## src/brle_pkg.sv

```systemverilog
// Shared constants and types for the byte run-length encoder.
// No dependencies; compiled first.
`timescale 1ns / 1ps

package brle_pkg;

  localparam int MIN_REPEAT_DEF   = 3;
  localparam int MAX_LITERALS_DEF = 128;
  localparam int MAX_REPEAT_DEF   = 130;
  localparam int WORD_BYTES_DEF   = 8;

  // request codes on req_type
  localparam logic REQ_APPEND = 1'b0;
  localparam logic REQ_FLUSH  = 1'b1;

  // one encoded byte (or the empty end item) handed to the word packer
  typedef struct packed {
    logic       valid;
    logic [7:0] data;
    logic       final_byte;
    logic       eos;
    logic       empty;
  } pack_req_t;

endpackage

```

## src/brle_if.sv

```systemverilog
// Valid/ready channel interfaces for the byte run-length encoder.
// Independent of the package; compiled after it.
`timescale 1ns / 1ps

interface brle_in_if;
  logic       valid;
  logic       ready;
  logic       req_type;
  logic [7:0] data_byte;

  modport source (output valid, output req_type, output data_byte, input ready);
  modport sink   (input valid, input req_type, input data_byte, output ready);
endinterface

interface brle_out_if;
  logic        valid;
  logic        ready;
  logic [63:0] out_word;
  logic [3:0]  byte_count;
  logic        last_of_run;
  logic        end_of_stream;

  modport source (output valid, output out_word, output byte_count,
                  output last_of_run, output end_of_stream, input ready);
  modport sink   (input valid, input out_word, input byte_count,
                  input last_of_run, input end_of_stream, output ready);
endinterface

```

## src/byte_run_length_encoder_unit.sv

```systemverilog
// Top level of the byte run-length encoder: run/literal tracking, literal
// store and the drain sequencer. Depends on brle_pkg, brle_if, brle_word_packer.
`timescale 1ns / 1ps

//  channel  | dir | payload                                            | handshake
//  in_ch    | in  | req_type, data_byte                                | valid/ready
//  out_ch   | out | out_word, byte_count, last_of_run, end_of_stream   | valid/ready
//
//  An append that completes no group is accepted without leaving ST_IDLE. A
//  group that drains is accepted in ST_IDLE, then sends its control byte in
//  ST_CTRL and its body in ST_BODY: one byte for a run, n for n literals, all
//  through the one byte lane into the packer. An empty flush passes ST_EMPTY.
//  Reset is synchronous, active low; the literal store needs no clearing.
//  A word waiting on out_ch.ready stalls only an item that loads the next word.

module byte_run_length_encoder_unit #(
  parameter int MIN_REPEAT   = brle_pkg::MIN_REPEAT_DEF,
  parameter int MAX_LITERALS = brle_pkg::MAX_LITERALS_DEF,
  parameter int MAX_REPEAT   = brle_pkg::MAX_REPEAT_DEF,
  parameter int WORD_BYTES   = brle_pkg::WORD_BYTES_DEF
) (
  input  logic       clk,
  input  logic       rst_n,
  brle_in_if.sink    in_ch,
  brle_out_if.source out_ch
);

  localparam int PEND_MAX = (MAX_LITERALS > MAX_REPEAT) ? MAX_LITERALS : MAX_REPEAT;
  localparam int PEND_W   = $clog2(PEND_MAX + 1);
  localparam int ADDR_W   = $clog2(MAX_LITERALS);
  localparam int TAIL_W   = $clog2(MIN_REPEAT + 1);

  typedef enum logic [1:0] {ST_IDLE, ST_CTRL, ST_BODY, ST_EMPTY} state_t;

  state_t            state_r;
  logic [PEND_W-1:0] pend_r;
  logic              rep_r;
  logic [TAIL_W-1:0] tail_r;
  logic [7:0]        first_r;
  logic [7:0]        last_r;
  logic              lit_r;
  logic [7:0]        ctrl_r;
  logic [PEND_W-1:0] body_left_r;
  logic [7:0]        run_byte_r;
  logic              flush_r;
  logic              wr_pend_r;
  logic [7:0]        hold_r;
  logic [ADDR_W-1:0] rd_idx_r;
  logic [7:0]        mem_q_r;

  logic [7:0] store_mem [MAX_LITERALS];

  // accept-side decisions
  logic              accept;
  logic [7:0]        v;
  logic [TAIL_W-1:0] tail_inc;
  logic [PEND_W-1:0] pend_inc;
  logic [PEND_W-1:0] pend_nxt;
  logic              rep_nxt;
  logic [TAIL_W-1:0] tail_nxt;
  logic [7:0]        first_nxt;
  logic [7:0]        last_nxt;
  logic              d_go;
  logic              d_lit;
  logic [PEND_W-1:0] d_len;
  logic              d_defer;
  logic              d_empty;
  logic              imm_wr;
  logic [ADDR_W-1:0] imm_addr;
  logic [7:0]        len8;
  logic [7:0]        ctrl_nxt;

  brle_pkg::pack_req_t pk_req;
  logic                pk_take;
  logic                body_final;
  logic                mem_we;
  logic [ADDR_W-1:0]   mem_wa;
  logic [7:0]          mem_wd;

  assign in_ch.ready = (state_r == ST_IDLE);
  assign accept      = in_ch.valid && in_ch.ready;
  assign v           = in_ch.data_byte;
  assign tail_inc    = (v == last_r) ? tail_r + TAIL_W'(1) : TAIL_W'(1);
  assign pend_inc    = pend_r + PEND_W'(1);

  always_comb begin
    pend_nxt  = pend_r;
    rep_nxt   = rep_r;
    tail_nxt  = tail_r;
    first_nxt = first_r;
    last_nxt  = last_r;
    d_go      = 1'b0;
    d_lit     = 1'b0;
    d_len     = pend_r;
    d_defer   = 1'b0;
    d_empty   = 1'b0;
    imm_wr    = 1'b0;
    imm_addr  = '0;
    if (in_ch.req_type == brle_pkg::REQ_FLUSH) begin
      if (pend_r == '0) begin
        d_empty = 1'b1;
      end else begin
        d_go     = 1'b1;
        d_lit    = !rep_r;
        pend_nxt = '0;
        rep_nxt  = 1'b0;
        tail_nxt = '0;
      end
    end else if (pend_r == '0) begin
      imm_wr    = 1'b1;
      pend_nxt  = PEND_W'(1);
      tail_nxt  = TAIL_W'(1);
      first_nxt = v;
      last_nxt  = v;
    end else if (rep_r) begin
      if (v == first_r) begin
        if (pend_inc >= PEND_W'(MAX_REPEAT)) begin
          d_go     = 1'b1;
          d_len    = pend_inc;
          pend_nxt = '0;
          rep_nxt  = 1'b0;
          tail_nxt = '0;
        end else begin
          pend_nxt = pend_inc;
        end
      end else begin
        // close the run, start afresh once it has drained
        d_go      = 1'b1;
        d_defer   = 1'b1;
        pend_nxt  = PEND_W'(1);
        rep_nxt   = 1'b0;
        tail_nxt  = TAIL_W'(1);
        first_nxt = v;
        last_nxt  = v;
      end
    end else if (tail_inc == TAIL_W'(MIN_REPEAT)) begin
      if (pend_inc == PEND_W'(MIN_REPEAT)) begin
        // every pending literal is equal: turn into a run
        rep_nxt  = 1'b1;
        pend_nxt = pend_inc;
        tail_nxt = tail_inc;
      end else begin
        // emit literals ahead of the equal tail, tail becomes the run
        d_go      = 1'b1;
        d_lit     = 1'b1;
        d_len     = pend_r - PEND_W'(MIN_REPEAT - 1);
        d_defer   = 1'b1;
        rep_nxt   = 1'b1;
        pend_nxt  = PEND_W'(MIN_REPEAT);
        tail_nxt  = '0;
        first_nxt = v;
        last_nxt  = v;
      end
    end else begin
      imm_wr   = 1'b1;
      imm_addr = pend_r[ADDR_W-1:0];
      pend_nxt = pend_inc;
      tail_nxt = tail_inc;
      last_nxt = v;
      if (pend_inc >= PEND_W'(MAX_LITERALS)) begin
        d_go     = 1'b1;
        d_lit    = 1'b1;
        d_len    = pend_inc;
        pend_nxt = '0;
        rep_nxt  = 1'b0;
        tail_nxt = '0;
      end
    end
  end

  assign len8     = 8'(d_len);
  assign ctrl_nxt = d_lit ? (8'd0 - len8) : (len8 - 8'(MIN_REPEAT));

  // byte lane into the packer
  assign body_final = (body_left_r == PEND_W'(1));

  always_comb begin
    pk_req            = '0;
    pk_req.valid      = (state_r == ST_CTRL) || (state_r == ST_BODY);
    pk_req.data       = (state_r == ST_CTRL) ? ctrl_r : (lit_r ? mem_q_r : run_byte_r);
    pk_req.final_byte = (state_r == ST_BODY) && body_final;
    pk_req.eos        = flush_r;
    pk_req.empty      = (state_r == ST_EMPTY);
  end

  brle_word_packer #(
    .WORD_BYTES(WORD_BYTES)
  ) u_packer (
    .clk    (clk),
    .rst_n  (rst_n),
    .req    (pk_req),
    .take   (pk_take),
    .out_ch (out_ch)
  );

  // literal store: one write port, one registered read port
  assign mem_we = (accept && imm_wr) ||
                  ((state_r == ST_BODY) && pk_take && body_final && wr_pend_r);
  assign mem_wa = (state_r == ST_IDLE) ? imm_addr : '0;
  assign mem_wd = (state_r == ST_IDLE) ? v : hold_r;

  always_ff @(posedge clk) begin
    if (mem_we) begin
      store_mem[mem_wa] <= mem_wd;
    end
  end

  always_ff @(posedge clk) begin
    if (pk_take && pk_req.valid) begin
      mem_q_r <= store_mem[rd_idx_r];
    end
  end

  always_ff @(posedge clk) begin
    if (!rst_n) begin
      state_r   <= ST_IDLE;
      pend_r    <= '0;
      rep_r     <= 1'b0;
      tail_r    <= '0;
      wr_pend_r <= 1'b0;
    end else begin
      case (state_r)
        ST_IDLE: begin
          if (accept) begin
            pend_r      <= pend_nxt;
            rep_r       <= rep_nxt;
            tail_r      <= tail_nxt;
            first_r     <= first_nxt;
            last_r      <= last_nxt;
            lit_r       <= d_lit;
            ctrl_r      <= ctrl_nxt;
            body_left_r <= d_lit ? d_len : PEND_W'(1);
            run_byte_r  <= first_r;
            flush_r     <= (in_ch.req_type == brle_pkg::REQ_FLUSH);
            wr_pend_r   <= d_defer;
            hold_r      <= v;
            rd_idx_r    <= '0;
            if (d_go) begin
              state_r <= ST_CTRL;
            end else if (d_empty) begin
              state_r <= ST_EMPTY;
            end
          end
        end
        ST_CTRL: begin
          if (pk_take) begin
            rd_idx_r <= rd_idx_r + ADDR_W'(1);
            state_r  <= ST_BODY;
          end
        end
        ST_BODY: begin
          if (pk_take) begin
            rd_idx_r    <= rd_idx_r + ADDR_W'(1);
            body_left_r <= body_left_r - PEND_W'(1);
            if (body_final) begin
              wr_pend_r <= 1'b0;
              state_r   <= ST_IDLE;
            end
          end
        end
        ST_EMPTY: begin
          if (pk_take) begin
            state_r <= ST_IDLE;
          end
        end
        default: begin
          state_r <= ST_IDLE;
        end
      endcase
    end
  end

  a_run_bounds: assert property (@(posedge clk) disable iff (!rst_n)
    rep_r |-> (pend_r >= PEND_W'(MIN_REPEAT)) && (pend_r < PEND_W'(MAX_REPEAT)))
    else $error("pending run length out of range");

  a_lit_bounds: assert property (@(posedge clk) disable iff (!rst_n)
    !rep_r |-> (pend_r < PEND_W'(MAX_LITERALS)) && (tail_r < TAIL_W'(MIN_REPEAT)))
    else $error("pending literal state out of range");

  a_body_nonzero: assert property (@(posedge clk) disable iff (!rst_n)
    (state_r == ST_BODY) |-> (body_left_r != '0))
    else $error("body count exhausted while draining");

endmodule

```

## src/brle_word_packer.sv

```systemverilog
// Packs encoded bytes into output words, first byte lowest, and holds the
// output register. Depends on brle_pkg and brle_out_if.
`timescale 1ns / 1ps

module brle_word_packer #(
  parameter int WORD_BYTES = brle_pkg::WORD_BYTES_DEF
) (
  input  logic                clk,
  input  logic                rst_n,
  input  brle_pkg::pack_req_t req,
  output logic                take,
  brle_out_if.source          out_ch
);

  localparam int FILL_W = (WORD_BYTES > 1) ? $clog2(WORD_BYTES) : 1;

  logic [FILL_W-1:0] fill_r;
  logic [63:0]       acc_r;
  logic              out_valid_r;
  logic [63:0]       out_word_r;
  logic [3:0]        out_count_r;
  logic              out_last_r;
  logic              out_eos_r;

  logic        out_free;
  logic        completes;
  logic        load;
  logic [63:0] word_nxt;

  assign out_free  = !out_valid_r || out_ch.ready;
  assign completes = req.final_byte || (fill_r == FILL_W'(WORD_BYTES - 1));
  assign take      = (req.valid && (!completes || out_free)) || (req.empty && out_free);
  // a new word enters the output register on this beat
  assign load      = take && ((req.valid && completes) || req.empty);
  // insert the byte at its lane
  assign word_nxt  = acc_r | (64'(req.data) << {fill_r, 3'b000});

  always_ff @(posedge clk) begin
    if (!rst_n) begin
      fill_r      <= '0;
      acc_r       <= '0;
      out_valid_r <= 1'b0;
    end else begin
      if (load) begin
        out_valid_r <= 1'b1;
      end else if (out_ch.ready) begin
        out_valid_r <= 1'b0;
      end
      if (req.valid && take) begin
        if (completes) begin
          out_word_r  <= word_nxt;
          out_count_r <= 4'(fill_r) + 4'd1;
          out_last_r  <= req.final_byte;
          out_eos_r   <= req.final_byte && req.eos;
          acc_r       <= '0;
          fill_r      <= '0;
        end else begin
          acc_r  <= word_nxt;
          fill_r <= fill_r + FILL_W'(1);
        end
      end else if (req.empty && take) begin
        out_word_r  <= '0;
        out_count_r <= 4'd0;
        out_last_r  <= 1'b1;
        out_eos_r   <= 1'b1;
      end
    end
  end

  assign out_ch.valid         = out_valid_r;
  assign out_ch.out_word      = out_word_r;
  assign out_ch.byte_count    = out_count_r;
  assign out_ch.last_of_run   = out_last_r;
  assign out_ch.end_of_stream = out_eos_r;

  a_empty_is_end: assert property (@(posedge clk) disable iff (!rst_n)
    out_valid_r && (out_count_r == 4'd0) |-> out_last_r && out_eos_r)
    else $error("empty word without end marks");

  a_count_range: assert property (@(posedge clk) disable iff (!rst_n)
    out_valid_r |-> out_count_r <= 4'(WORD_BYTES))
    else $error("byte count beyond word size");

  a_inner_full: assert property (@(posedge clk) disable iff (!rst_n)
    out_valid_r && !out_last_r |-> out_count_r == 4'(WORD_BYTES))
    else $error("non-final word not full");

endmodule
```

## src/flat_wrapper.sv

```systemverilog
// flat-port wrapper written by rule: the top's interface ports become plain ports
module byte_run_length_encoder_unit_flat 
#(
  parameter int MIN_REPEAT   = brle_pkg::MIN_REPEAT_DEF,
  parameter int MAX_LITERALS = brle_pkg::MAX_LITERALS_DEF,
  parameter int MAX_REPEAT   = brle_pkg::MAX_REPEAT_DEF,
  parameter int WORD_BYTES   = brle_pkg::WORD_BYTES_DEF
)
  (clk, rst_n, in_ch_valid, in_ch_req_type, in_ch_data_byte, in_ch_ready, out_ch_valid, out_ch_out_word, out_ch_byte_count, out_ch_last_of_run, out_ch_end_of_stream, out_ch_ready);
  brle_in_if in_ch_i ();
  brle_out_if out_ch_i ();
  input  logic clk;
  input  logic rst_n;
  input wire logic [$bits(in_ch_i.valid)-1:0] in_ch_valid;
  input wire logic [$bits(in_ch_i.req_type)-1:0] in_ch_req_type;
  input wire logic [$bits(in_ch_i.data_byte)-1:0] in_ch_data_byte;
  output wire logic [$bits(in_ch_i.ready)-1:0] in_ch_ready;
  output wire logic [$bits(out_ch_i.valid)-1:0] out_ch_valid;
  output wire logic [$bits(out_ch_i.out_word)-1:0] out_ch_out_word;
  output wire logic [$bits(out_ch_i.byte_count)-1:0] out_ch_byte_count;
  output wire logic [$bits(out_ch_i.last_of_run)-1:0] out_ch_last_of_run;
  output wire logic [$bits(out_ch_i.end_of_stream)-1:0] out_ch_end_of_stream;
  input wire logic [$bits(out_ch_i.ready)-1:0] out_ch_ready;
  assign in_ch_i.valid = in_ch_valid;
  assign in_ch_i.req_type = in_ch_req_type;
  assign in_ch_i.data_byte = in_ch_data_byte;
  assign in_ch_ready = in_ch_i.ready;
  assign out_ch_valid = out_ch_i.valid;
  assign out_ch_out_word = out_ch_i.out_word;
  assign out_ch_byte_count = out_ch_i.byte_count;
  assign out_ch_last_of_run = out_ch_i.last_of_run;
  assign out_ch_end_of_stream = out_ch_i.end_of_stream;
  assign out_ch_i.ready = out_ch_ready;
  byte_run_length_encoder_unit #(.MIN_REPEAT(MIN_REPEAT), .MAX_LITERALS(MAX_LITERALS), .MAX_REPEAT(MAX_REPEAT), .WORD_BYTES(WORD_BYTES)) u_core (.clk(clk), .rst_n(rst_n), .in_ch(in_ch_i), .out_ch(out_ch_i));
endmodule
```

## config.mk

```make
export PLATFORM = sky130hd
export DESIGN_NAME = byte_run_length_encoder_unit_flat
export DESIGN_NICKNAME = d
export VERILOG_FILES = /design/src/brle_pkg.sv /design/src/brle_if.sv /design/src/byte_run_length_encoder_unit.sv /design/src/brle_word_packer.sv /design/src/flat_wrapper.sv
export SDC_FILE = /design/constraint.sdc
export NUM_CORES = 2
export LEC_CHECK = 0
export BUFFER_PORTS_ARGS = -buffer_cell sky130_fd_sc_hd__buf_2
export CORE_ASPECT_RATIO = 0.6
export CORE_UTILIZATION = 60
export DETAILED_ROUTE_END_ITERATION = 7
export PLACE_DENSITY = 0.89
export SLEW_MARGIN = 5
export SYNTH_ARGS = -nofsm -noshare
export SYNTH_HDL_FRONTEND = slang
export SYNTH_SLANG_ARGS = --single-unit
```

## constraint.sdc

```tcl
create_clock -name clk -period 13.1 [get_ports clk]
set_input_delay 0.655 -clock clk [delete_from_list [all_inputs] [get_ports clk]]
set_output_delay 0.655 -clock clk [all_outputs]
set_load 0.02 [all_outputs]
```

==> flow_metrics.tcl <==
set metrics [dict create \
    cts_buffer_depth 3 \
    port-buffer-count 84 \
    crit_cells 12 \
    path_class "reg2reg" \
    r2r_slack_ns 7.53 \
    routedWlPerCell_um 37.75 \
    syn_area_um2 49570 \
    synth_top_area_frac 0.7021 \
    finalCriticalPeriod_ns 5.566 \
    max_stage_delay_ns 0.72 \
    hold_viol_final 0 \
    ys_seq_area_frac 0.7352 \
    antenna_found_initial 13 \
    grt_pass1_vias 27720 \
    dp_hpwl_mm 82.95 \
    clockPowerShare 0.266 \
    synth_edf_count 1159 \
    grt_max_degree 187 \
    insertion_delay_ns 0.72 \
    cp_max_fo 17 \
    max-vdd-ir-drop_mv 0.2047 \
    drc_errors 8 \
    synth_cell_types 72 \
    critical_path_arrival_ns 5.89 \
    ant_nets 0 \
    cts.sinks 1241 \
    core_area_um2 81580 \
    regToRegEndpoint "u_core.store_mem[29][0]$_DFFE_PP_" \
    pwr-share-seq 0.429 \
    p_sw_frac 0.3405 \
    clkTransAtPathRegs_ns 0.07 \
    r2r-start "u_core.state_r[0]$_SDFFE_PN0P_" \
    path_delay_family "simple AND/OR/NAND/NOR gates" \
    end_kind "register" \
    areaGrowthSynthToFinish_pct 10.03 \
    cp-endpoint "u_core.store_mem[29][0]$_DFFE_PP_" \
    syn_avg_cell_area_um2 18.87 \
    cts_root_buffer "clkbuf_16" \
    ys_ff_latch 1241 \
    syn-num-nets 2659 \
    cts_made_buffers 103 \
    postPlaceCellArea_um2 51120 \
    synthFlopType "edfxtp_1" \
    routed-via-count 29130 \
    crit_start "u_core.state_r[0]$_SDFFE_PN0P_" \
    ctsResizeCount 0 \
    crit_chain "inv_1 -> ha_1 -> inv_1 -> a311o_1 -> and2_2 -> inv_1 -> a21oi_1 -> o21ai_0 -> buf_4 -> nand4_1 -> buf_4 -> nor2_1" \
    routabilityCongestion 0.9484 \
    clock_skew_ns 0.04517 \
    ys_warn_count 0 \
    startpoint_type "register" \
    net-switching-power_w 0.004112 \
    firstDrtPassIters 8 \
    die_y_um 224.6 \
    violations "DRC, capacitance limit, slew limit" \
    setup_viol 0 \
    leakage_nw 16.94 \
    stdcell_area_um2 54540 \
    fp.dieW_um 373.1 \
    clock.fmax_ghz 0.1796 \
    status "finished with violations" \
    cts_hold_buf 0 \
    cp.required_ns 13.42 \
    row_count 81 \
    syn_inst 2627 \
    cts_tree "built" \
    internal_power_w 0.007965 \
    synth_area_leader_cell "edfxtp_1" \
    grt_use_total 0.3496 \
    cpMostUsedCell "inv_1" \
    grt_overflow_total 0 \
    fin_nets 2722 \
    slew_headroom -0.07998 \
    tightest_slew_ns 1.617 \
    start_util 0.6076 \
    final_max_slew_viol_count 19 \
    period_share 0.4249 \
    hp-class "in2reg" \
    crit_slowest_cell "nand4_1" \
    ioPinCount 85 \
    synth_area_leaders "edfxtp_1 70%, mux4_2 15%, dfxtp_1 3.3%" \
    dieArea_um2 83810 \
    final.fill_count 4648 \
    avgViaCountPerCell 7.544 \
    routed_wl_mm 145.8 \
    layout-drive-gt1-share 0.2349 \
    p_comb_frac 0.305 \
    critPathBufInv 5 \
    power.density_nw_per_um2 221.4 \
    cts-htree-levels 3 \
    grt_pass1_wl_mm 206.0 \
    drt-initial-drc-count 6225 \
    grt_setup_unrepaired "false" \
    reg2reg_depth 12 \
    fin_setup_tns_ns 0 \
    cap_violations 3 \
    cts_setup_buffers 0 \
    synthArstFlopShare 0 \
]
-- layer usage --
layer  wire length, µm  up-vias  track usage
met3             25650      524       0.1258
met4              6535       14       0.1250
li1                  -    10720            -
met5                87        -            0
met1             49470    14560       0.4976
met2             64060     3320       0.5041
-- layout by cell type, fill, tap and decap left out, drive strengths merged, types with 5 or more instances in the layout --
master / instances
edfxtp: 1159
a211oi: 6
dfxtp: 82
a31oi: 9
nor2b: 16
ha: 19
nor4: 10
diode: 7
bufinv: 11
nand2b: 7
or4: 5
mux2: 18
o31ai: 5
xor2: 16
o21ai: 46
nor3: 13
nand3: 28
clkinvlp: 7
a21oi: 88
clkbuf: 125
inv: 32
o22ai: 11
buf: 116
mux4: 336
a22oi: 64
mux2i: 10
nor2: 306
and3: 9
nand4: 9
nand2: 75
clkinv: 43
or3: 6
and2: 15
xnor2: 21
-- cell families (layout without fill, tap and decap cells) --
kind of cell	count (synthesis)	after routing	share of synthesized area
flops	1241	1241	0.7352
simple gates	513	513	0.04548
mux	364	364	0.1588
compound gates	268	268	0.03491
buf+inv	185	334	0.01429
xor+xnor	37	37	0.006537
fa+ha+maj	19	19	0.004796
other cells	0	7	0
-- cell usage after synthesis (5+ instances only) --
cell      instances
ha_1             19
nor4_1           10
nand3_1          28
mux2_2           18
clkbuf_1        123
and2_1           12
mux2i_1          10
nand2b_1          7
inv_1            24
nor2_1          306
xor2_1           16
nand4_1           8
nor3_1           13
or4_1             5
o31ai_1           5
dfxtp_1          82
nor2b_1          16
xnor2_1          21
o21ai_0          35
a21oi_1          87
a31oi_1           9
a22oi_1          64
mux4_2          336
o22ai_1          11
buf_2             5
a211oi_1          6
buf_1            29
and3_1            8
nand2_1          74
o21ai_1          11
edfxtp_1       1159
-- worst register-to-register path: cells and delay by family, from the launching register on --
kind	cells	cell delay (ns)
adders and majority gates	1	0.37
and+or+nand+nor	3	1.67
DFF	1	0.41
AOI/OAI and AO/OA	3	1.10
buffers and inverters	5	1.64
-- power by group through the flow --
stage	logic (W)	registers, W	clock network [W]
CTS	0.00356	0.00516	0.00320
global route	0.00374	0.00518	0.00333
floorplan	0.00211	0.00531	0
finish	0.00368	0.00518	0.00321
global placement	0.00330	0.00523	0
detailed placement	0.00346	0.00524	0
-- layout make-up --
cell class,count,area (µm²),share of cell area
clock buffers,125,2713,0.04974
multi-input cells,1201,12560,0.2303
inverters,27,101.3,0.001858
repair buffers,116,673.1,0.01234
flip-flops and latches,1241,36450,0.6682
well taps,1079,1350,0.02475
diodes,7,17.52,0.0003212
clock inverters,66,679.4,0.01246
-- per-stage QoR --
stage	hold WS (ns)	instances	worst slack, ns	power (W)	utilization
global route	0.2236	3857	7.364	0.01224	0.6684
finish	0.2358	3862	7.534	0.01208	0.6685
floorplan	0.4437	2627	7.751	0.007414	-
CTS	0.2129	3855	7.837	0.01192	0.6682
detailed placement	0.4602	3664	7.971	0.008699	0.6266
global placement	0.4518	3664	8.177	0.008533	0.6266
-- worst min path at each step --
stage	depth (start not counted)	slack [ns]	endpoint	from
after floorplan	2	0.44	u_core.wr_pend_r$_SDFFE_PN0P_	u_core.wr_pend_r$_SDFFE_PN0P_
after global placement	0	0.45	u_core.run_byte_r[3]$_DFFE_PP_	u_core.first_r[3]$_DFFE_PP_
after detailed placement	0	0.46	u_core.run_byte_r[5]$_DFFE_PP_	u_core.first_r[5]$_DFFE_PP_
after CTS	1	0.21	u_core.last_r[7]$_DFFE_PP_	in_ch_data_byte[7]
after global routing	1	0.22	u_core.last_r[7]$_DFFE_PP_	in_ch_data_byte[7]
final	1	0.24	u_core.last_r[7]$_DFFE_PP_	in_ch_data_byte[7]
-- sequential cells by signal (all words and copies together), names as in the netlist, 7 cells and up --
register,flops
u_core.body_left_r,8
u_core.ctrl_r,8
u_core.first_r,8
u_core.hold_r,8
u_core.last_r,8
u_core.mem_q_r,8
u_core.pend_r,8
u_core.rd_idx_r,7
u_core.run_byte_r,8
u_core.store_mem,1024
u_core.u_packer.acc_r,64
u_core.u_packer.out_ch.out_word,64
No activity file was read; power rests on OpenSTA's default activity.
